[src/design/matrix_vector_transform_4x4_defines.svh]
// Assertion macros for the 4x4 matrix-vector transform.
// Used by the top level; no other dependencies.
`ifndef MATRIX_VECTOR_TRANSFORM_4X4_DEFINES_SVH
`define MATRIX_VECTOR_TRANSFORM_4X4_DEFINES_SVH

`ifndef NO_ASSERTIONS
// Clocked check, suspended while reset is high
`define MVT_ASSERT(lbl, prop, msg) \
  lbl: assert property (@(posedge clk) disable iff (rst) prop) else $error(msg);
// Clocked check that also runs during reset
`define MVT_ASSERT_RST(lbl, prop, msg) \
  lbl: assert property (@(posedge clk) prop) else $error(msg);
`else
`define MVT_ASSERT(lbl, prop, msg)
`define MVT_ASSERT_RST(lbl, prop, msg)
`endif

`endif

[src/design/mvt_pkg.sv]
// Shared types, constants and reset values for the 4x4 matrix-vector transform.
// No dependencies; every other file but the defines header imports this package.
package mvt_pkg;

  localparam int COEF_WIDTH = 32;
  localparam int FRAC_BITS  = 16;
  localparam int DATA_W     = 32;
  localparam int NUM_ROWS   = 4;
  localparam int NUM_COLS   = 4;
  localparam int NUM_REGS   = 8;
  localparam int REG_W      = 64;
  localparam int HALF_W     = 32;
  localparam int CFG_IDX_W  = $clog2(NUM_REGS);

  // Product, pair sum and full dot-product widths
  localparam int PROD_W = COEF_WIDTH + DATA_W;
  localparam int PAIR_W = PROD_W + 1;
  localparam int TOT_W  = PROD_W + 2;

  typedef logic signed [DATA_W-1:0]     data_t;
  typedef logic signed [COEF_WIDTH-1:0] coef_t;
  typedef logic signed [PROD_W-1:0]     prod_t;
  typedef logic signed [PAIR_W-1:0]     pair_t;
  typedef logic signed [TOT_W-1:0]      tot_t;
  typedef logic [REG_W-1:0]             cfg_reg_t;
  typedef logic [CFG_IDX_W-1:0]         cfg_idx_t;

  typedef data_t vec_t      [NUM_COLS];
  typedef coef_t coef_mat_t [NUM_ROWS][NUM_COLS];
  typedef prod_t prod_mat_t [NUM_ROWS][NUM_COLS];
  typedef pair_t pair_mat_t [NUM_ROWS][2];
  typedef tot_t  tot_vec_t  [NUM_ROWS];

  typedef struct packed {
    data_t x;
    data_t y;
    data_t z;
    data_t w;
    logic  overflow;
  } res_t;

  localparam data_t DATA_MAX = {1'b0, {(DATA_W-1){1'b1}}};
  localparam data_t DATA_MIN = {1'b1, {(DATA_W-1){1'b0}}};

  // Configuration register map
  typedef enum logic [CFG_IDX_W-1:0] {
    REG_ROW0_COLS01 = 3'd0,
    REG_ROW0_COLS23 = 3'd1,
    REG_ROW1_COLS01 = 3'd2,
    REG_ROW1_COLS23 = 3'd3,
    REG_ROW2_COLS01 = 3'd4,
    REG_ROW2_COLS23 = 3'd5,
    REG_ROW3_COLS01 = 3'd6,
    REG_ROW3_COLS23 = 3'd7
  } cfg_reg_e;

  localparam cfg_reg_t COEF_ONE = cfg_reg_t'(1) << FRAC_BITS;

  // Identity matrix: 1.0 in each diagonal slot
  function automatic cfg_reg_t cfg_reset_value(cfg_idx_t idx);
    cfg_reg_t value;
    unique case (cfg_reg_e'(idx))
      REG_ROW0_COLS01: value = COEF_ONE;
      REG_ROW1_COLS01: value = COEF_ONE << HALF_W;
      REG_ROW2_COLS23: value = COEF_ONE;
      REG_ROW3_COLS23: value = COEF_ONE << HALF_W;
      default:         value = '0;
    endcase
    return value;
  endfunction

endpackage

[src/design/mvt_sum_stage.sv]
// Second and third pipeline stages: pairwise sums, then the full row sums.
// Depends on mvt_pkg.
module mvt_sum_stage import mvt_pkg::*; (
  input  logic      clk,
  input  logic      rst,
  input  logic      in_valid,
  output logic      in_ready,
  input  prod_mat_t prod,
  output logic      valid,
  input  logic      out_ready,
  output tot_vec_t  tot
);

  logic      pair_valid;
  logic      tot_ready;
  pair_mat_t pair;

  // Ready chain across the two levels
  assign tot_ready = !valid || out_ready;
  assign in_ready  = !pair_valid || tot_ready;

  always_ff @(posedge clk) begin
    if (rst) begin
      pair_valid <= 1'b0;
      valid      <= 1'b0;
    end else begin
      if (in_ready) begin
        pair_valid <= in_valid;
      end
      if (tot_ready) begin
        valid <= pair_valid;
      end
    end
  end

  // Add columns 0+1 and 2+3 of each row
  always_ff @(posedge clk) begin
    if (in_valid && in_ready) begin
      for (int r = 0; r < NUM_ROWS; r++) begin
        for (int k = 0; k < 2; k++) begin
          pair[r][k] <= pair_t'(prod[r][2 * k]) + pair_t'(prod[r][2 * k + 1]);
        end
      end
    end
  end

  // Combine the two halves of each row
  always_ff @(posedge clk) begin
    if (pair_valid && tot_ready) begin
      for (int r = 0; r < NUM_ROWS; r++) begin
        tot[r] <= tot_t'(pair[r][0]) + tot_t'(pair[r][1]);
      end
    end
  end

endmodule

[config.mk]
export PLATFORM = sky130hd
export DESIGN_NAME = mvt_sum_stage
export DESIGN_NICKNAME = d
export VERILOG_FILES = /design/src/design/matrix_vector_transform_4x4_defines.svh /design/src/design/mvt_pkg.sv /design/src/design/mvt_sum_stage.sv
export SDC_FILE = /design/constraint.sdc
export NUM_CORES = 2
export LEC_CHECK = 0
export ABC_CLOCK_PERIOD_IN_PS = 16100
export BUFFER_PORTS_ARGS = -buffer_cell sky130_fd_sc_hd__clkbuf_2
export CORE_AREA = 10 10 492 494
export DETAILED_ROUTE_END_ITERATION = 10
export DIE_AREA = 0 0 502 504
export GPL_ROUTABILITY_DRIVEN = 0
export GPL_TIMING_DRIVEN = 0
export MAX_ROUTING_LAYER = met4
export PLACE_DENSITY_LB_ADDON = 0.05
export SYNTH_ARGS = -nofsm -noshare
export SYNTH_HDL_FRONTEND = slang
export SYNTH_SLANG_ARGS = --single-unit
[constraint.sdc]
create_clock -name clk -period 16.1 [get_ports clk]
set_clock_uncertainty 0.15 [all_clocks]
set_input_delay 0.805 -clock clk [delete_from_list [all_inputs] [get_ports clk]]
set_output_delay 0.805 -clock clk [all_outputs]
set_load 0.02 [all_outputs]
==> results.py <==
metrics = {
    "yosys": {
        "netlist_area_sq_mm": 0.0663,
        "synth_warnings": 0,
        "synth.most_common_cell": "a21oi_1",
        "ys.flop_type": "edfxtp_1",
        "synthCells": 7075,
        "synth_top_area_frac": 0.355,
        "ys_top_cells_by_area": "edfxtp_1, ha_1, a21oi_1",
        "synth.avg_cell_area_sq_um": 9.37,
        "synth_cell_type_count": 89,
        "synth_enable_flop_cells": 784,
        "synth_nets": 8887,
        "ys_ff_latch": 786,
        "synthArstFlopShare": 0,
        "synth.yosys.seq_area_share": 0.356,
        "yosysTopAreaCell": "edfxtp_1",
        "yosys-top-cells-count": "a21oi_1, edfxtp_1, ha_1, nand2_1, a21o_1",
    },
    "place": {
        "dp_slack_ps": 10220,
        "numPortBuffers": 1293,
        "dp_hpwl_um": 270000,
        "dp_cells": 11430,
    },
    "die": {
        "core_sq_mm": 0.232,
        "die_h_um": 504,
        "die-area_sq_mm": 0.253,
        "start_util": 0.286,
        "fp.dieW_um": 502,
        "rows": 177,
        "ios": 1294,
    },
    "sta": {
        "tightest_slew_ps": 1530,
        "period_share": 0.336,
        "grt_setup_unrepaired": "false",
        "setup_viol_count_final": 0,
        "post-route-min-period_ps": 5420,
        "fin_hold_ws_ps": 138,
        "max_freq_mhz": 185,
        "worst_slew_margin_rel": -0.0360,
        "fin_ws_ps": 10680,
        "hold_violations": 0,
        "final_max_slew_viol_count": 4,
    },
    "grt": {
        "grt_use_total": 0.240,
        "grt_max_degree": 71,
        "grt_pass1_vias": 63294,
        "overflow": 0,
        "grt_pass1_wl_um": 438000,
        "antenna_found_initial": 121,
    },
    "route": {
        "ant_nets": 0,
        "first_iter_violations": 3695,
        "drc": 0,
        "wl_per_cell_um": 26.5,
        "wirelength_um": 310000,
        "first_pass_iters": 5,
        "vias": 61391,
        "vias_per_cell": 5.25,
    },
    "cells_and_area": {
        "drive_gt1_frac": 0.181,
        "fillCellCount": 24230,
        "layoutNonFillerInstCount": 11692,
        "seqCellArea_sq_mm": 0.0236,
        "multiInputGateArea_sq_mm": 0.0411,
        "area_growth_pct": 21.8,
        "fin_nets": 10305,
    },
    "cts": {
        "numCtsBuffers": 103,
        "clock_tree.buffer_depth": 3,
        "root_buffer": "clkbuf_16",
        "cts_tree": "built",
        "h-tree-depth": 3,
        "clock-sinks": 786,
        "clock_latency_ps": 750,
        "clkSlewWorstSetupHoldPaths_ps": 60,
    },
    "setup_path": {
        "end_kind": "flop",
        "critPathKind": "reg2reg",
        "start_kind": "flop",
        "crit_fanout": 5,
        "critPathRequiredTime_ps": 16460,
        "worstPathArrival_ps": 5780,
    },
    "power_and_ir_drop": {
        "ir_worst_vdd_uv": 82.4,
        "switching_share": 0.384,
        "pwr-share-clk": 0.269,
        "p_leak_nw": 35.0,
        "p_comb_frac": 0.409,
        "pwr-share-seq": 0.322,
        "intPower_mw": 5.60,
        "power.density_mw_per_mm2": 113,
        "p_switching_mw": 3.49,
    },
    "run": {
        "maxCapViolations": 1,
    },
    "status": {
        "violations": "capacitance limit, slew limit",
        "outcome": "complete, but fails checks",
    },
    "min_path": {
        "hp-class": "in2reg",
    },
}
## layer usage
layer | wire length, um | vias to the layer above | GRT usage
met1 | 127000 | 29286 | 0.278
met3 | 16200 | 481 | 0.0380
met4 | 15700 | 0 | 0.107
met5 | 0 | - | -
li1 | - | 29681 | -
met2 | 151000 | 1943 | 0.408
## critical path, cell delays in order (launching register included)
cell and delay (ps):
edfxtp_1 400, ha_1 300, a21o_1 140, a21oi_1 140
o211ai_1 380, a32o_1 460, o21ai_0 270, o21ai_1 370
a221oi_2 170, o41ai_1 1340, a211oi_1 410, o21bai_1 290
xor2_1 360
## cells in the final DEF (no fill, tap or decap), types with 133 or more instances in the layout
cell type and instances:
xnor2_1 434, nand2_1 520, ha_1 772, inv_1 216, xor2_1 269, nand3_1 133
edfxtp_1 784, o21ai_0 462, clkbuf_2 1295, o21bai_1 136, clkbuf_1 244, a21oi_1 823
a21o_1 472, nand4_1 173, nor2_1 427
## final cells by class
type	instances	share of cell area
inverter	216	0.0100
timing repair buffer	1313	0.0855
buffer	231	0.0109
clock buffer	127	0.0337
multi-input combinational	5842	0.508
tap	3043	0.0472
antenna	72	0.00223
clock inverter	62	0.00995
sequential	786	0.292
## flip-flops by register name, summed over array words and instances (netlist names)
register    count
tot           264
pair          520
valid           1
pair_valid      1
## cells by family after synthesis
group	count (synthesis)	share of synthesized area
compound gates	2556	0.245
xor+xnor	703	0.0929
fa+ha+maj	784	0.149
buf+inv	447	0.0255
flops	786	0.356
mux	2	0.000302
simple gates	1797	0.131
## worst paths after layout
| path | startpoint | end | slack (ps) | depth (start not counted) |
|---|---|---|---|---|
| hold / removal | in_valid | pair_valid$_SDFFE_PP0N_ | 140 | 3 |
| hold reg to reg | pair_valid$_SDFFE_PP0N_ | valid$_SDFFE_PP0P_ | 390 | 2 |
| setup reg to reg | pair[2][66]$_DFFE_PP_ | tot[127]$_DFFE_PP_ | 10680 | 12 |
| setup / recovery | pair[2][66]$_DFFE_PP_ | tot[127]$_DFFE_PP_ | 10680 | 12 |
## power by group through the flow
stage	Sequential (mW)	Clock (mW)	Combinational (mW)
global placement	3.05	0	3.69
global route	2.95	2.61	4.09
CTS	2.93	2.54	3.73
floorplan	3.08	0	2.30
finish	2.92	2.45	3.72
detailed placement	2.97	0	3.70
## per-stage QoR
step / area, sq um / power (mW) / TNS, ps / util
finish: 80700 / 9.09 / 0 / 0.348
detailed placement: 77000 / 6.67 / 0 / 0.332
global route: 80700 / 9.65 / 0 / 0.348
global placement: 76600 / 6.73 / -3698300 / 0.330
CTS: 80600 / 9.19 / 0 / 0.347
floorplan: 66300 / 5.37 / 0 / -
## timing repair
| action | 4_1_cts | 5_1_grt |
|---|---|---|
| resized for setup | 0 | 0 |
| setup buffers | 0 | 0 |
| hold endpoints to repair | 2 | 0 |
| hold buffers | 1 | 0 |
Power figures use the tool's default switching activity.
