`src/design/matrix_vector_transform_4x4_defines.svh`:
```
// Assertion macros for the 4x4 matrix-vector transform.
// Used by the top level; no other dependencies.
`ifndef MATRIX_VECTOR_TRANSFORM_4X4_DEFINES_SVH
`define MATRIX_VECTOR_TRANSFORM_4X4_DEFINES_SVH

`ifndef NO_ASSERTIONS
// Clocked check, suspended while reset is high
`define MVT_ASSERT(lbl, prop, msg) \
  lbl: assert property (@(posedge clk) disable iff (rst) prop) else $error(msg);
// Clocked check that also runs during reset
`define MVT_ASSERT_RST(lbl, prop, msg) \
  lbl: assert property (@(posedge clk) prop) else $error(msg);
`else
`define MVT_ASSERT(lbl, prop, msg)
`define MVT_ASSERT_RST(lbl, prop, msg)
`endif

`endif

```
`src/design/mvt_pkg.sv`:
```
// Shared types, constants and reset values for the 4x4 matrix-vector transform.
// No dependencies; every other file but the defines header imports this package.
package mvt_pkg;

  localparam int COEF_WIDTH = 32;
  localparam int FRAC_BITS  = 16;
  localparam int DATA_W     = 32;
  localparam int NUM_ROWS   = 4;
  localparam int NUM_COLS   = 4;
  localparam int NUM_REGS   = 8;
  localparam int REG_W      = 64;
  localparam int HALF_W     = 32;
  localparam int CFG_IDX_W  = $clog2(NUM_REGS);

  // Product, pair sum and full dot-product widths
  localparam int PROD_W = COEF_WIDTH + DATA_W;
  localparam int PAIR_W = PROD_W + 1;
  localparam int TOT_W  = PROD_W + 2;

  typedef logic signed [DATA_W-1:0]     data_t;
  typedef logic signed [COEF_WIDTH-1:0] coef_t;
  typedef logic signed [PROD_W-1:0]     prod_t;
  typedef logic signed [PAIR_W-1:0]     pair_t;
  typedef logic signed [TOT_W-1:0]      tot_t;
  typedef logic [REG_W-1:0]             cfg_reg_t;
  typedef logic [CFG_IDX_W-1:0]         cfg_idx_t;

  typedef data_t vec_t      [NUM_COLS];
  typedef coef_t coef_mat_t [NUM_ROWS][NUM_COLS];
  typedef prod_t prod_mat_t [NUM_ROWS][NUM_COLS];
  typedef pair_t pair_mat_t [NUM_ROWS][2];
  typedef tot_t  tot_vec_t  [NUM_ROWS];

  typedef struct packed {
    data_t x;
    data_t y;
    data_t z;
    data_t w;
    logic  overflow;
  } res_t;

  localparam data_t DATA_MAX = {1'b0, {(DATA_W-1){1'b1}}};
  localparam data_t DATA_MIN = {1'b1, {(DATA_W-1){1'b0}}};

  // Configuration register map
  typedef enum logic [CFG_IDX_W-1:0] {
    REG_ROW0_COLS01 = 3'd0,
    REG_ROW0_COLS23 = 3'd1,
    REG_ROW1_COLS01 = 3'd2,
    REG_ROW1_COLS23 = 3'd3,
    REG_ROW2_COLS01 = 3'd4,
    REG_ROW2_COLS23 = 3'd5,
    REG_ROW3_COLS01 = 3'd6,
    REG_ROW3_COLS23 = 3'd7
  } cfg_reg_e;

  localparam cfg_reg_t COEF_ONE = cfg_reg_t'(1) << FRAC_BITS;

  // Identity matrix: 1.0 in each diagonal slot
  function automatic cfg_reg_t cfg_reset_value(cfg_idx_t idx);
    cfg_reg_t value;
    unique case (cfg_reg_e'(idx))
      REG_ROW0_COLS01: value = COEF_ONE;
      REG_ROW1_COLS01: value = COEF_ONE << HALF_W;
      REG_ROW2_COLS23: value = COEF_ONE;
      REG_ROW3_COLS23: value = COEF_ONE << HALF_W;
      default:         value = '0;
    endcase
    return value;
  endfunction

endpackage

```
`src/design/mvt_sat_stage.sv`:
```
// Last pipeline stage: scale down, saturate to 32 bits, flag overflow.
// Holds the output register. Depends on mvt_pkg.
module mvt_sat_stage import mvt_pkg::*; (
  input  logic     clk,
  input  logic     rst,
  input  logic     in_valid,
  output logic     in_ready,
  input  tot_vec_t tot,
  output logic     valid,
  input  logic     out_ready,
  output res_t     res
);

  data_t sat_val [NUM_ROWS];
  logic  sat_ovf;

  // Floor shift, then clamp where the upper bits are not a sign extension
  always_comb begin
    tot_t                sh;
    logic [TOT_W-DATA_W:0] hi;
    sat_ovf = 1'b0;
    for (int r = 0; r < NUM_ROWS; r++) begin
      sh = tot[r] >>> FRAC_BITS;
      hi = sh[TOT_W-1:DATA_W-1];
      if ((&hi) || !(|hi)) begin
        sat_val[r] = sh[DATA_W-1:0];
      end else begin
        sat_val[r] = sh[TOT_W-1] ? DATA_MIN : DATA_MAX;
        sat_ovf    = 1'b1;
      end
    end
  end

  assign in_ready = !valid || out_ready;

  always_ff @(posedge clk) begin
    if (rst) begin
      valid <= 1'b0;
    end else if (in_ready) begin
      valid <= in_valid;
    end
  end

  // Output register
  always_ff @(posedge clk) begin
    if (in_valid && in_ready) begin
      res.x        <= sat_val[0];
      res.y        <= sat_val[1];
      res.z        <= sat_val[2];
      res.w        <= sat_val[3];
      res.overflow <= sat_ovf;
    end
  end

endmodule

```
`config.mk`:
```
export PLATFORM = sky130hd
export DESIGN_NAME = mvt_sat_stage
export DESIGN_NICKNAME = d
export VERILOG_FILES = /design/src/design/matrix_vector_transform_4x4_defines.svh /design/src/design/mvt_pkg.sv /design/src/design/mvt_sat_stage.sv
export SDC_FILE = /design/constraint.sdc
export NUM_CORES = 1
export LEC_CHECK = 0
export BUFFER_PORTS_ARGS = -buffer_cell sky130_fd_sc_hd__buf_2
export CORE_AREA = 2 2 154 156
export CTS_CLUSTER_SIZE = 24
export DETAILED_ROUTE_END_ITERATION = 10
export DIE_AREA = 0 0 156 158
export PLACE_DENSITY = 0.57
export SLEW_MARGIN = 20
export SYNTH_ARGS = -nofsm -noshare
export SYNTH_HDL_FRONTEND = slang
export SYNTH_SLANG_ARGS = --single-unit
```
`constraint.sdc`:
```
create_clock -name clk -period 7.6 [get_ports clk]
set_input_delay 1.52 -clock clk [delete_from_list [all_inputs] [get_ports clk]]
set_output_delay 1.52 -clock clk [all_outputs]
set_load 0.03 [all_outputs]
```
==> flow_summary.toml, run 1 <==
[floorplan]
pin_count = 399
core_area_um2 = 23050
die_width_um = 156
start_util_pct = 24.52
dieHeight_um = 158
rows = 56
die_area_um2 = 24650

[timing]
slew_viol_final = 0
hold_violations = 0
skew_ns = 0.005565
rsz0062_at_grt = "no"
period_needed_ns = 3.487
hold_ws_ns = 0.5418
fmax_mhz = 286.8
fin_tns_setup_ns = 0
finalSetupViolCount = 0
fin_crit_sh_pct = 45.88
slew_headroom_pct = 39.94
worst_pin_slew_ns = 0.9009

[final_layout]
multi_input_area_um2 = 1534
drive_gt1_share_pct = 67.92
final_nets = 945
nFillCells = 2302
syn2layout_area_growth_pct = 43.88
antennaDiodeCount = 0
seq_area_um2 = 3894
final_cells = 979

[worst_hold_path]
hp-class = "reg -> reg"

[logic_synthesis]
seq_area_frac_synth_pct = 68.90
synthTopCellsByArea = "edfxtp_1, a21o_2, a21o_1"
synth_fp_nets = 615
synth_top_area_share_pct = 68.54
yosysWarningCount = 0
syn_area_um2 = 5652
synthDistinctLibCells = 21
ys_ff_latch = 130
synth_area_leader_cell = "edfxtp_1"
synthCells = 347
synth_area_per_cell_um2 = 16.29

[grt]
grt_overflow = 0
grt.total_usage_pct = 12.10
grt_pass1_vias = 4304
antenna_found_initial = 1
grt_max_degree = 69
grt_pass1_wl_um = 22730

[clock_tree]
clockBufferDepth = 2
root_buffer = "clkbuf_16"
cts_setup_buffers = 0
clk_pin_slew_ns = 0.06
cts-resized-gates = 0
clock_latency_ns = 0.41
ctsHoldBuffers = 0
clock-sinks = 130
cts_inserted_buffers = 17
htreeDepth = 4
cts_tree = "done"

[pwr]
ir_drop_uv = 120.3
p_leak_nw = 3.775
power_density_nw_per_um2 = 243.9

[drt]
wire_per_inst_um = 15.82
routed_wl_um = 15490
antenna_left = 0
via_count = 4347
dr.pass1.iters = 4
drc = 0
viasPerCell = 4.440
drt_iter0_drc = 210

[setup_path]
worstPathCellList = "buf_2 > nand2b_1 > buf_2"
cp.required_ns = 6.08
cp_slowest_cell = "buf_2"
critPathCaptureType = "output port"
worstSetupPathType = "in -> out"
crit_arrival_ns = 1.97
cp_common_cell = "buf_2"
cp_max_fo = 3
worst_setup_path_start_kind = "primary input"
critPathMaxStageDelay_ns = 0.19

[placement]
gp_congestion = 0.7293
place_inst = 948
portBuffers = 334
hpwl_um = 10980

[run]
max_cap_violations = 0

[run_status]
status = "complete, no violations"
-- area by class of cell --
cell class / count / area share, %
Clock inverter: 14 / 2.493
Tap cell: 290 / 4.462
Multi-Input combinational cell: 188 / 18.86
Clock buffer: 17 / 5.232
Timing Repair Buffer: 339 / 21.02
Sequential cell: 130 / 47.88
Inverter: 1 / 0.04616
-- power breakdown --
group,internal (mW),total [mW],switching (mW)
Combinational,0.0920,0.251,0.159
Sequential,0.839,0.848,0.00891
Clock,0.553,0.884,0.331
Total,1.48,1.98,0.499
-- logic make-up (layout without fill, tap and decap cells) --
logic type             Yosys count  after routing  share of synthesized area [%]
and+or+nand+nor                 55             55                          6.177
DFF                            130            130                          68.90
buffers and inverters           29            371                          4.914
AOI/OAI and AO/OA              133            133                          20.01
-- metrics by stage --
stage          worst slack, ns  instance area, µm²  power [mW]  utilization (%)
5_1_grt                  4.086                8132       2.063            35.27
6_report                 4.113                8132       1.983            35.27
4_1_cts                  4.111                8132       2.012            35.27
2_1_floorplan            2.233                5652       1.013                -
3_5_place_dp             3.820                7503       1.117            32.55
3_3_place_gp             3.836                7503       1.114            32.55
-- cell usage in the layout, fill, tap and decap left out, drive strengths merged --
cell,netlist,routed
a21o,124,124
a21oi,1,1
a311oi,4,4
a31o,4,4
and2,1,1
and3,4,4
buf,24,339
bufinv,0,4
clkbuf,1,17
clkinv,0,5
clkinvlp,0,1
dfxtp,1,1
edfxtp,129,129
inv,1,5
nand2b,1,1
nand4,21,21
nor2,8,8
nor4,20,20
-- critical path: cells and delay by family --
family	cells	cell delay, ns
buffers and inverters	2	0.28
AND/OR/NAND/NOR	1	0.16
-- cell usage after synthesis --
cell type	number
a311oi_2	3
a31o_2	4
clkbuf_1	1
and2_1	1
nand2b_1	1
a311oi_1	1
a21o_2	85
a21oi_1	1
dlygate4sd3_1	3
buf_4	3
edfxtp_1	129
buf_2	3
nand4_1	21
inv_1	1
nor4_2	4
and3_1	4
dfxtp_1	1
buf_6	18
nor2_1	8
nor4_1	16
a21o_1	39
-- worst paths after layout --
path,startpoint,end,slack [ns],cells past startpoint
setup reg to reg,valid$_SDFFE_PP0N_,res[43]$_DFFE_PP_,5.19,3
hold / removal,valid$_SDFFE_PP0N_,valid$_SDFFE_PP0N_,0.54,2
setup / recovery,out_ready,in_ready,4.11,3
hold reg to reg,valid$_SDFFE_PP0N_,valid$_SDFFE_PP0N_,0.54,2
-- flip-flops by register name, summed over array words and instances, names as in the netlist --
name / cells
res: 129
valid: 1
-- routing by layer --
| metal | track usage, % | share of wire [%] |
|---|---|---|
| met1 | 13.97 | 40 |
| met2 | 19.93 | 49 |
| met3 | 4.955 | 9.0 |
| met4 | 5.068 | 2.0 |
| met5 | 0 | 0.10 |
(Power assumes the default switching activity.)
==> run 2, diff against run 1 <==
--- a/config.mk
+++ b/config.mk
@@ -6,11 +6,11 @@
 export NUM_CORES = 1
 export LEC_CHECK = 0
 export BUFFER_PORTS_ARGS = -buffer_cell sky130_fd_sc_hd__buf_2
-export CORE_AREA = 2 2 154 156
+export CORE_AREA = 2 2 157 159
 export CTS_CLUSTER_SIZE = 24
 export DETAILED_ROUTE_END_ITERATION = 10
-export DIE_AREA = 0 0 156 158
-export PLACE_DENSITY = 0.57
+export DIE_AREA = 0 0 159 161
+export PLACE_DENSITY = 0.55
 export SLEW_MARGIN = 20
 export SYNTH_ARGS = -nofsm -noshare
 export SYNTH_HDL_FRONTEND = slang
==> constraint.sdc (replaced) <==
create_clock -name clk -period 3.39 [get_ports clk]
set_input_delay 0.678 -clock clk [delete_from_list [all_inputs] [get_ports clk]]
set_output_delay 0.678 -clock clk [all_outputs]
set_load 0.03 [all_outputs]
==> flow_summary.toml, run 2 (synthesis results as in run 1) <==
[clock_tree]
clock-sinks = 130
clock_latency_ns = 0.41
cts-resized-gates = 0
clk_pin_slew_ns = 0.06
htreeDepth = 4
cts_inserted_buffers = 17
root_buffer = "clkbuf_16"
ctsHoldBuffers = 0
clockBufferDepth = 2
cts_tree = "done"
cts_setup_buffers = 0

[floorplan]
core_area_um2 = 23960
die_width_um = 159
rows = 57
die_area_um2 = 25600
dieHeight_um = 161
pin_count = 399
start_util_pct = 23.59

[timing]
period_needed_ns = 2.202
rsz0062_at_grt = "no"
fmax_mhz = 454.1
hold_violations = 0
finalSetupViolCount = 0
slew_viol_final = 0
fin_crit_sh_pct = 64.95
fin_tns_setup_ns = 0
worst_pin_slew_ns = 0.7557
skew_ns = 0.009795
slew_headroom_pct = 49.62

[setup_path]
worstSetupPathType = "in -> reg"
r2r_setup_slack_ns = 1.69
crit_arrival_ns = 2.48
worst_setup_path_start_kind = "primary input"
cp_max_fo = 29
worstPathCellList = "buf_2 > nor4_1 > nand4_1 > nor4_2 > a31o_2 > buf_4 > a21o_1"
cp_slowest_cell = "a31o_2"
cp.required_ns = 3.67
r2r_cells = 3
r2r_start = "valid$_SDFFE_PP0N_"
critPathCaptureType = "flip-flop"
rr_endpoint = "res[17]$_DFFE_PP_"
critPathMaxStageDelay_ns = 0.57

[drt]
drt_iter0_drc = 147
dr.pass1.iters = 4
routed_wl_um = 15410
viasPerCell = 4.210
wire_per_inst_um = 15.14
drc = 0
antenna_left = 0
via_count = 4286

[placement]
portBuffers = 334
place_area_um2 = 7609
gp_congestion = 0.7591
hpwl_um = 11180
place_inst = 987

[final_layout]
antennaDiodeCount = 0
final_cell_mix = "buf_2, edfxtp_1, a21o_2, a21o_1, nand4_1"
final_cells = 1018
final_nets = 950
regMostFlops = "res"
syn2layout_area_growth_pct = 44.81
nFillCells = 2451
reg.largest.list = "res (129), valid (1)"
drive_gt1_share_pct = 67.58
final_common_cell = "buf_2"
largest_register_ffs = 129
design_area_um2 = 8184

[run_status]
status = "complete, no violations"

[grt]
grt.total_usage_pct = 11.87
antenna_found_initial = 0
grt_pass1_vias = 4483
grt_overflow = 0
grt_max_degree = 52
grt_pass1_wl_um = 23450

[run]
max_cap_violations = 0

[pwr]
p_leak_nw = 3.775
clockPowerShare_pct = 42.5
pwr-share-seq_pct = 44.3
intPower_mw = 3.237
share_comb_of_total_power_pct = 13.2
p_sw_share_pct = 24.62
ir_drop_uv = 295.6
switchingPower_mw = 1.058
power_density_nw_per_um2 = 524.8

[worst_hold_path]
hp-class = "in -> reg"
hold_depth = 2
hold_end = "valid$_SDFFE_PP0N_"
min_from = "rst"
==> run 2: changes by cell type in the layout (fill, tap and decap cells not counted), moves of 2 or more <==
cell	before	now
clkinv_2	1	3
clkinvlp_4	1	4
clkinv_4	4	0
clkbuf_1	0	3
buf_12	0	2
inv_6	4	0
buf_4	5	8
==> run 2: power groups by stage <==
stage               Sequential (mW)  Clock [mW]  Combinational, mW
global placement               1.93           0              0.573
finish                         1.90        1.83              0.569
detailed placement             1.93           0              0.576
CTS                            1.90        1.89              0.577
floorplan                      2.13           0              0.135
global route                   1.91        1.96              0.611
==> run 2: stage by stage <==
stage	hold WS (ns)	worst slack [ns]	power (mW)	util, %
floorplan	0.7471	0.2821	2.265	-
finish	0.4211	1.188	4.295	34.15
CTS	0.3978	1.160	4.374	34.15
global route	0.4134	1.033	4.479	34.15
global placement	0.5083	0.7533	2.506	31.75
detailed placement	0.5159	0.7251	2.511	31.75
==> run 2: worst max-delay path by stage <==
| stage | start | endpoint | slack [ns] | cells past startpoint |
|---|---|---|---|---|
| finish | tot[117] | res[58]$_DFFE_PP_ | 1.19 | 7 |
| global route | tot[117] | res[57]$_DFFE_PP_ | 1.03 | 7 |
| CTS | tot[117] | res[58]$_DFFE_PP_ | 1.16 | 7 |
| detailed placement | tot[117] | res[58]$_DFFE_PP_ | 0.73 | 7 |
| global placement | tot[121] | res[53]$_DFFE_PP_ | 0.75 | 7 |
| floorplan | out_ready | res[0]$_SDFFCE_PN1P_ | 0.28 | 2 |
==> run 2: cell type report <==
class / instances / area (µm²) / share of cell area, %
sequential: 130 / 3894 / 47.58
timing repair buffer: 344 / 1772 / 21.65
multi-input combinational: 188 / 1534 / 18.74
clock buffer: 20 / 436.7 / 5.336
tap: 324 / 405.4 / 4.953
clock inverter: 11 / 138.9 / 1.697
inverter: 1 / 3.754 / 0.04586
==> run 2: worst max-delay path: cells and delay by family <==
family	cells	cell delay, ns
buffers and inverters	2	0.35
AOI/OAI and AO/OA	2	0.68
and+or+nand+nor	3	0.76
==> run 2: per-layer routing <==
metal / part of all wire (%) / vias to the layer above / global-route usage, % / routed length, µm
met5: 0 / - / 0 / 0
met4: 1.5 / 0 / 4.587 / 235
met3: 9.1 / 12 / 4.828 / 1401
met2: 47 / 211 / 19.25 / 7316
met1: 42 / 1998 / 14.15 / 6453
li1: - / 2065 / - / -
