--- config.mk ---
export PLATFORM = sky130hd
export DESIGN_NAME = mvt_cfg_regs
export DESIGN_NICKNAME = d
export VERILOG_FILES = /design/src/design/matrix_vector_transform_4x4_defines.svh /design/src/design/mvt_pkg.sv /design/src/design/mvt_cfg_regs.sv
export SDC_FILE = /design/constraint.sdc
export NUM_CORES = 1
export LEC_CHECK = 0
export ABC_AREA = 1
export BUFFER_PORTS_ARGS = -buffer_cell sky130_fd_sc_hd__buf_4
export CAP_MARGIN = 30
export CORE_AREA = 2 2 229 231
export CTS_BUF_LIST = sky130_fd_sc_hd__clkbuf_16
export DETAILED_ROUTE_END_ITERATION = 12
export DIE_AREA = 0 0 231 233
export PLACE_DENSITY = 0.69
export SYNTH_ARGS = -nofsm -noshare
export SYNTH_HDL_FRONTEND = slang
export SYNTH_SLANG_ARGS = --single-unit
--- constraint.sdc ---
create_clock -name clk -period 11.1 [get_ports clk]
set_clock_uncertainty 0.1 [all_clocks]
set_input_delay 1.11 -clock clk [delete_from_list [all_inputs] [get_ports clk]]
set_output_delay 1.11 -clock clk [all_outputs]
set_load 0.05 [all_outputs]
--- src/design/matrix_vector_transform_4x4_defines.svh ---
// Assertion macros for the 4x4 matrix-vector transform.
// Used by the top level; no other dependencies.
`ifndef MATRIX_VECTOR_TRANSFORM_4X4_DEFINES_SVH
`define MATRIX_VECTOR_TRANSFORM_4X4_DEFINES_SVH

`ifndef NO_ASSERTIONS
// Clocked check, suspended while reset is high
`define MVT_ASSERT(lbl, prop, msg) \
  lbl: assert property (@(posedge clk) disable iff (rst) prop) else $error(msg);
// Clocked check that also runs during reset
`define MVT_ASSERT_RST(lbl, prop, msg) \
  lbl: assert property (@(posedge clk) prop) else $error(msg);
`else
`define MVT_ASSERT(lbl, prop, msg)
`define MVT_ASSERT_RST(lbl, prop, msg)
`endif

`endif

--- src/design/mvt_pkg.sv ---
// Shared types, constants and reset values for the 4x4 matrix-vector transform.
// No dependencies; every other file but the defines header imports this package.
package mvt_pkg;

  localparam int COEF_WIDTH = 32;
  localparam int FRAC_BITS  = 16;
  localparam int DATA_W     = 32;
  localparam int NUM_ROWS   = 4;
  localparam int NUM_COLS   = 4;
  localparam int NUM_REGS   = 8;
  localparam int REG_W      = 64;
  localparam int HALF_W     = 32;
  localparam int CFG_IDX_W  = $clog2(NUM_REGS);

  // Product, pair sum and full dot-product widths
  localparam int PROD_W = COEF_WIDTH + DATA_W;
  localparam int PAIR_W = PROD_W + 1;
  localparam int TOT_W  = PROD_W + 2;

  typedef logic signed [DATA_W-1:0]     data_t;
  typedef logic signed [COEF_WIDTH-1:0] coef_t;
  typedef logic signed [PROD_W-1:0]     prod_t;
  typedef logic signed [PAIR_W-1:0]     pair_t;
  typedef logic signed [TOT_W-1:0]      tot_t;
  typedef logic [REG_W-1:0]             cfg_reg_t;
  typedef logic [CFG_IDX_W-1:0]         cfg_idx_t;

  typedef data_t vec_t      [NUM_COLS];
  typedef coef_t coef_mat_t [NUM_ROWS][NUM_COLS];
  typedef prod_t prod_mat_t [NUM_ROWS][NUM_COLS];
  typedef pair_t pair_mat_t [NUM_ROWS][2];
  typedef tot_t  tot_vec_t  [NUM_ROWS];

  typedef struct packed {
    data_t x;
    data_t y;
    data_t z;
    data_t w;
    logic  overflow;
  } res_t;

  localparam data_t DATA_MAX = {1'b0, {(DATA_W-1){1'b1}}};
  localparam data_t DATA_MIN = {1'b1, {(DATA_W-1){1'b0}}};

  // Configuration register map
  typedef enum logic [CFG_IDX_W-1:0] {
    REG_ROW0_COLS01 = 3'd0,
    REG_ROW0_COLS23 = 3'd1,
    REG_ROW1_COLS01 = 3'd2,
    REG_ROW1_COLS23 = 3'd3,
    REG_ROW2_COLS01 = 3'd4,
    REG_ROW2_COLS23 = 3'd5,
    REG_ROW3_COLS01 = 3'd6,
    REG_ROW3_COLS23 = 3'd7
  } cfg_reg_e;

  localparam cfg_reg_t COEF_ONE = cfg_reg_t'(1) << FRAC_BITS;

  // Identity matrix: 1.0 in each diagonal slot
  function automatic cfg_reg_t cfg_reset_value(cfg_idx_t idx);
    cfg_reg_t value;
    unique case (cfg_reg_e'(idx))
      REG_ROW0_COLS01: value = COEF_ONE;
      REG_ROW1_COLS01: value = COEF_ONE << HALF_W;
      REG_ROW2_COLS23: value = COEF_ONE;
      REG_ROW3_COLS23: value = COEF_ONE << HALF_W;
      default:         value = '0;
    endcase
    return value;
  endfunction

endpackage

--- src/design/mvt_cfg_regs.sv ---
// Coefficient register file: eight 64-bit registers, two coefficients each.
// Depends on mvt_pkg.
module mvt_cfg_regs import mvt_pkg::*; (
  input  logic      clk,
  input  logic      rst,
  input  logic      cfg_we,
  input  cfg_idx_t  cfg_index,
  input  cfg_reg_t  cfg_data,
  output coef_mat_t coef
);

  cfg_reg_t regs [NUM_REGS];

  // Load identity on reset, take writes afterwards
  always_ff @(posedge clk) begin
    if (rst) begin
      for (int i = 0; i < NUM_REGS; i++) begin
        regs[i] <= cfg_reset_value(cfg_idx_t'(i));
      end
    end else if (cfg_we) begin
      regs[cfg_index] <= cfg_data;
    end
  end

  // Unpack: even column in the low half, odd column in the high half
  always_comb begin
    cfg_reg_t          word;
    logic [HALF_W-1:0] half;
    for (int r = 0; r < NUM_ROWS; r++) begin
      for (int c = 0; c < NUM_COLS; c++) begin
        word = regs[CFG_IDX_W'(2 * r + (c >> 1))];
        half = c[0] ? word[REG_W-1:HALF_W] : word[HALF_W-1:0];
        coef[r][c] = half[COEF_WIDTH-1:0];
      end
    end
  end

endmodule

==> insert_results.sql, run 1 <==
INSERT INTO impl_metrics (metric_group, metric, value, unit) VALUES
('cells_and_area', 'layout.filler_cells', '4409', ''),
('sta', 'max_freq', '0.229', 'GHz'),
('sta', 'finalSetupViolCount', '0', ''),
('synth', 'yosysTopAreaCellShare', '82.7', '%'),
('grt', 'grt_use_total', '21.5', '%'),
('sta', 'period_minus_slack', '4.36', 'ns'),
('synth', 'ys.warnings.count', '0', ''),
('power', 'pwr-share-comb', '17.2', '%'),
('power', 'cellPowerDensity', '191', 'nW/µm²'),
('synth', 'ys_top_cells_by_count', '512 x edfxtp_1, 381 x nor3_1, 133 x nor2_1, 69 x buf_2, 69 x inv_1', ''),
('synth', 'synth_top_cells_by_area', 'edfxtp_1 83%, nor3_1 10%, nor2_1 2.7%, buf_2 1.9%, inv_1 1.4%', ''),
('cts', 'number_of_setup_buffers_added_after_cts', '0', ''),
('synth', 'number_of_library_cell_types_mapped_by_synthesis', '13', ''),
('placed_design', 'pre_cts_ws', '6.09', 'ns'),
('cells_and_area', 'reg_top3', 'regs: 512 flops', ''),
('sta', 'fin_crit_sh', '39.3', '%'),
('placed_design', 'portBuffers', '581', ''),
('critical_path', 'cp_slowest_stage_delay', '0.82', 'ns'),
('power', 'net-switching-power', '0.00143', 'W'),
('floorplanning', 'dieArea', '53800', 'µm²'),
('power', 'clock_power_share', '35.5', '%'),
('hold_path', 'hp-class', 'in -> reg', ''),
('synth', 'yosysTopAreaCell', 'edfxtp_1', ''),
('floorplanning', 'starting_density_of_the_core', '36.4', '%'),
('critical_path', 'critical_path_buf_inv_count', '4', ''),
('cells_and_area', 'fin_nets', '1842', ''),
('critical_path', 'kind_of_critical_path', 'in -> reg', ''),
('synth', 'yosys_register_bits', '512', ''),
('power', 'power.leakage', '9.64', 'nW'),
('placed_design', 'dp_hpwl', '37.9', 'mm'),
('power', 'power.ir.vdd_worst', '0.000136', 'V'),
('cts', 'clock_tree.htree_level_count', '2', ''),
('cts', 'number_of_clock_sinks', '512', ''),
('cts', 'tritoncts', 'built', ''),
('power', 'switching_share', '29.5', '%'),
('sta', 'report.final.slew_viol_count', '0', ''),
('floorplanning', 'total_core_area', '51100', 'µm²'),
('synth', 'cells_after_synthesis', '1214', ''),
('critical_path', 'critical-path-top-cell-by-count', 'buf_4', ''),
('run_status', 'status', 'complete, no violations', ''),
('sta', 'slew-limit-headroom', '31.8', '%'),
('grt', 'grt_pass1_wl', '84.8', 'mm'),
('power', 'sequentialPowerShare', '47.3', '%'),
('cts', 'cts_made_buffers', '52', ''),
('grt', 'antenna_found_initial', '0', ''),
('synth', 'synth_enable_flop_cells', '512', ''),
('cts', 'post_cts_resize_count', '0', ''),
('critical_path', 'critical_path.endpoint_type', 'flop', ''),
('synth', 'async_reset_ff_share', '0', '%'),
('synth', 'synthesis.area', '18600', 'µm²'),
('critical_path', 'timing.critical_path.cells', 'buf_4 > inv_1 > nand3_4 > buf_4 > o21ai_4 > buf_4', ''),
('critical_path', 'cp_top_family', 'buffers and inverters', ''),
('sta', 'timing.final.ws_setup', '6.74', 'ns'),
('cts', 'post_cts_hold_buffer_count', '0', ''),
('cts', 'cts.clk_slew.worst_paths', '0.06', 'ns'),
('power', 'p_int', '0.00342', 'W'),
('cts', 'cts_root_buffer', 'clkbuf_16', ''),
('drt', 'route.detailed.wl_per_inst', '24.0', 'µm'),
('grt', 'grt_max_degree', '78', ''),
('critical_path', 'worst-endpoint-required', '11.20', 'ns'),
('synth', 'synth_area_per_cell', '15.3', 'µm²'),
('drt', 'postRouteWirelength', '60.0', 'mm'),
('synth', 'synth_ff_type', 'edfxtp_1', ''),
('synth', 'synth_most_common_cell', 'edfxtp_1', ''),
('drt', 'drt_iter0_markers', '1231', ''),
('drt', 'num_vias', '13000', ''),
('drt', 'remaining_drc_errors', '0', ''),
('drt', 'route.antenna.remaining_nets', '0', ''),
('job', 'maxCapViolCount', '0', ''),
('critical_path', 'path_max_fanout', '67', ''),
('floorplanning', 'fp-row-count', '83', '');
## logic make-up (layout without fill, tap and decap cells)
logic type             Yosys count  count (layout)  synth area share [%]
AO/OA/AOI/OAI                    6               6                 0.161
other                            0               1                     0
AND/OR/NAND/NOR                530             530                  13.4
buffers and inverters          166             767                  3.83
flip-flops                     512             512                  82.7
## routing by layer
layer | GRT usage, % | share of wire (%)
met5 | 0 | 0
met4 | 7.76 | 3.1
met3 | 5.87 | 10
met2 | 35.3 | 49
met1 | 27.3 | 38
## cells in the final DEF, fill, tap and decap left out
cell type,instances
buf_12,3
buf_16,2
buf_4,596
bufinv_16,5
clkbuf_16,53
clkinv_1,8
clkinv_2,14
clkinv_4,3
clkinvlp_4,4
diode_2,1
edfxtp_1,512
inv_1,77
inv_6,2
nand2_1,4
nand2_4,7
nand3_4,4
nand4_1,1
nor2_1,133
nor3_1,381
o21ai_4,6
## worst paths after layout
path	start	cells past startpoint	to
worst min-delay path	rst	3	regs[0][16]
worst max-delay path	rst	6	regs[4][41]
## stage by stage
stage / hold slack [ns] / utilization (%) / power [W] / std cells / cell area (µm²)
floorplan: 1.22 / - / 0.00288 / 1214 / 18600
global placement: 1.41 / 46.3 / 0.00316 / 2393 / 23600
detailed placement: 1.41 / 46.4 / 0.00317 / 2396 / 23700
CTS: 0.790 / 49.7 / 0.00488 / 2493 / 25400
global route: 0.809 / 49.8 / 0.00498 / 2495 / 25400
finish: 0.830 / 49.8 / 0.00485 / 2496 / 25400
## layout make-up
| class | instances | area [µm²] | area share [%] |
|---|---|---|---|
| Sequential cell | 512 | 15400 | 60.5 |
| Timing Repair Buffer | 601 | 4590 | 18.0 |
| Multi-Input combinational cell | 536 | 2670 | 10.5 |
| Clock buffer | 53 | 1330 | 5.22 |
| Tap cell | 680 | 851 | 3.35 |
| Clock inverter | 44 | 354 | 1.39 |
| Inverter | 69 | 259 | 1.02 |
| Antenna cell | 1 | 2.50 | 0.00984 |
## worst min-delay path, cell delays in order
cell and delay, ns:
buf_4 0.09, nor2_1 0.11, nand4_1 0.09
## power groups by stage
stage | sequential (W) | clock, W | combinational (W)
4_1_cts | 0.00230 | 0.00175 | 0.000836
6_report | 0.00229 | 0.00172 | 0.000834
5_1_grt | 0.00230 | 0.00182 | 0.000857
3_5_place_dp | 0.00233 | 0 | 0.000836
2_1_floorplan | 0.00278 | 0 | 0.0000980
3_3_place_gp | 0.00233 | 0 | 0.000827
Power figures use the tool's default switching activity.
==> run 2: changes to the inputs <==
==> constraint.sdc (replaced) <==
create_clock -name clk -period 4.06 [get_ports clk]
set_clock_uncertainty 0.1 [all_clocks]
set_input_delay 0.406 -clock clk [delete_from_list [all_inputs] [get_ports clk]]
set_output_delay 0.406 -clock clk [all_outputs]
set_load 0.05 [all_outputs]
==> insert_results.sql, run 2 (synthesis gave the netlist of run 1 again) <==
INSERT INTO impl_metrics (metric_group, metric, value, unit) VALUES
('run_status', 'status', 'complete, no violations', ''),
('critical_path', 'critical-path-top-cell-by-count', 'buf_4', ''),
('critical_path', 'timing.critical_path.cells', 'buf_4 > inv_1 > nand3_4 > buf_4 > buf_4 > nor3_1', ''),
('critical_path', 'critical_path_buf_inv_count', '4', ''),
('critical_path', 'path_max_fanout', '64', ''),
('cells_and_area', 'largest_register_ffs', '512', ''),
('cells_and_area', 'layout.cells.most_common', 'buf_4', ''),
('drt', 'num_vias', '12900', ''),
('critical_path', 'cp_startpoint_kind', 'primary input', ''),
('cts', 'number_of_clock_sinks', '512', ''),
('drt', 'pre_antenna_drt_iters', '5', ''),
('placed_design', 'dp.cells', '2401', ''),
('grt', 'overflow', '0', ''),
('sta', 'report.final.slew_viol_count', '0', ''),
('critical_path', 'worst-endpoint-required', '4.34', 'ns'),
('cells_and_area', 'layout_common_cells', '598 x buf_4, 512 x edfxtp_1, 381 x nor3_1', ''),
('cts', 'post_cts_resize_count', '0', ''),
('cells_and_area', 'multiInputGateArea', '2670', 'µm²'),
('cts', 'post_cts_hold_buffer_count', '0', ''),
('floorplanning', 'die_y', '233', 'µm'),
('cts', 'cts_made_buffers', '50', ''),
('cells_and_area', 'post_layout_nonfiller_instances', '2492', ''),
('cells_and_area', 'reg_top3', 'regs: 512 flops', ''),
('critical_path', 'kind_of_critical_path', 'in -> reg', ''),
('critical_path', 'timing.critical_path.arrival', '2.52', 'ns'),
('drt', 'route.antenna.remaining_nets', '0', ''),
('placed_design', 'portBuffers', '581', ''),
('cts', 'cts-root-to-sink-buffers', '3', ''),
('grt', 'grt_max_degree', '128', ''),
('grt', 'first_global_vias', '12700', ''),
('cts', 'clock_tree.htree_level_count', '2', ''),
('floorplanning', 'dieArea', '53800', 'µm²'),
('placed_design', 'dp_hpwl', '37.9', 'mm'),
('cells_and_area', 'fin_nets', '1844', ''),
('drt', 'remaining_drc_errors', '0', ''),
('placed_design', 'gp_congestion', '0.812', ''),
('sta', 'grt_setup_unrepaired', 'no', ''),
('hold_path', 'timing.hold.worst.start', 'rst', ''),
('power', 'cellPowerDensity', '521', 'nW/µm²'),
('floorplanning', 'die_w', '231', 'µm'),
('floorplanning', 'num_io_pins', '582', ''),
('hold_path', 'min_path_cells', '3', ''),
('sta', 'timing_worst_slew_pin_value', '0.976', 'ns'),
('cts', 'number_of_setup_buffers_added_after_cts', '0', ''),
('sta', 'max_freq', '0.446', 'GHz'),
('placed_design', 'pre_cts_ws', '1.26', 'ns'),
('hold_path', 'hp-class', 'in -> reg', ''),
('drt', 'routed_via_density', '5.18', ''),
('sta', 'fin_setup_tns', '0', 'ns'),
('grt', 'antenna_found_initial', '0', ''),
('hold_path', 'holdPathEnd', 'regs[0][16]', ''),
('sta', 'finalHoldViolations', '0', ''),
('critical_path', 'cp_max_delay_cell', 'inv_1', ''),
('drt', 'drt_iter0_markers', '1253', ''),
('cells_and_area', 'layout-area-overhead-vs-synth', '36.7', '%'),
('grt', 'grt_pass1_wl', '83.7', 'mm'),
('drt', 'postRouteWirelength', '59.0', 'mm'),
('floorplanning', 'starting_density_of_the_core', '36.4', '%'),
('power', 'power.ir.vdd_worst', '0.000427', 'V'),
('sta', 'timing.final.ws_setup', '1.82', 'ns'),
('job', 'maxCapViolCount', '0', ''),
('cts', 'tritoncts', 'built', ''),
('sta', 'fin_crit_sh', '55.2', '%'),
('cts', 'cts.clk_slew.worst_paths', '0.06', 'ns'),
('critical_path', 'cp_top_family', 'buffers and inverters', ''),
('cells_and_area', 'register_with_the_highest_flop_count', 'regs', ''),
('drt', 'route.detailed.wl_per_inst', '23.7', 'µm'),
('grt', 'grt_use_total', '21.0', '%'),
('cells_and_area', 'ff_latch_area', '15400', 'µm²'),
('sta', 'period_minus_slack', '2.24', 'ns'),
('cts', 'cts_root_buffer', 'clkbuf_16', ''),
('cells_and_area', 'layout.filler_cells', '4430', ''),
('power', 'power.leakage', '9.62', 'nW'),
('floorplanning', 'total_core_area', '51100', 'µm²'),
('cells_and_area', 'proportion_of_layout_cells_with_a_drive_suffix_above_1', '38.1', '%'),
('sta', 'finalSetupViolCount', '0', ''),
('floorplanning', 'fp-row-count', '83', ''),
('critical_path', 'cp_slowest_stage_delay', '0.66', 'ns'),
('cells_and_area', 'diodes', '0', ''),
('sta', 'slew-limit-headroom', '34.9', '%'),
('critical_path', 'critical_path.endpoint_type', 'flop', '');
run 2: power by group:
part	total [W]	leakage (nW)	switching [W]	internal, W
clock	0.00470	0.816	0.00198	0.00272
combinational	0.00228	3.89	0.00178	0.000504
sequential	0.00627	4.91	0.000115	0.00615
run 2: area by class of cell:
type,instances,share of cell area (%)
clock buffers,51,5.02
clock inverters,39,1.44
inverters,69,1.02
multi-input cells,536,10.5
flip-flops and latches,512,60.5
well taps,680,3.35
repair buffers,605,18.2
run 2: layer usage:
metal  share of wire [%]  vias to the layer above  GRT usage (%)
met5                   0                        -              0
met3                  10                      116           6.18
li1                    -                     5595              -
met2                  49                      777           34.4
met1                  37                     6415           26.4
met4                 3.4                        0           8.00
run 2: metrics by stage:
step	instance area, µm²	utilization (%)	hold WS, ns	total power [W]
after CTS	25400	49.7	0.107	0.0133
after global routing	25400	49.8	0.145	0.0136
final	25400	49.8	0.135	0.0133
after detailed placement	23800	46.5	0.717	0.00866
after floorplan	18600	-	0.517	0.00785
after global placement	23700	46.4	0.693	0.00864
run 2: how the worst max path moves through the flow:
stage                             end  slack, ns  start  cells after the start
after global routing      regs[5][57]       1.72    rst                      6
after global placement    regs[4][39]       1.39    rst                      5
final                     regs[1][50]       1.82    rst                      6
after CTS                 regs[1][44]       1.88    rst                      6
after floorplan            regs[1][0]      -0.26    rst                      5
after detailed placement  regs[1][44]       1.26    rst                      6
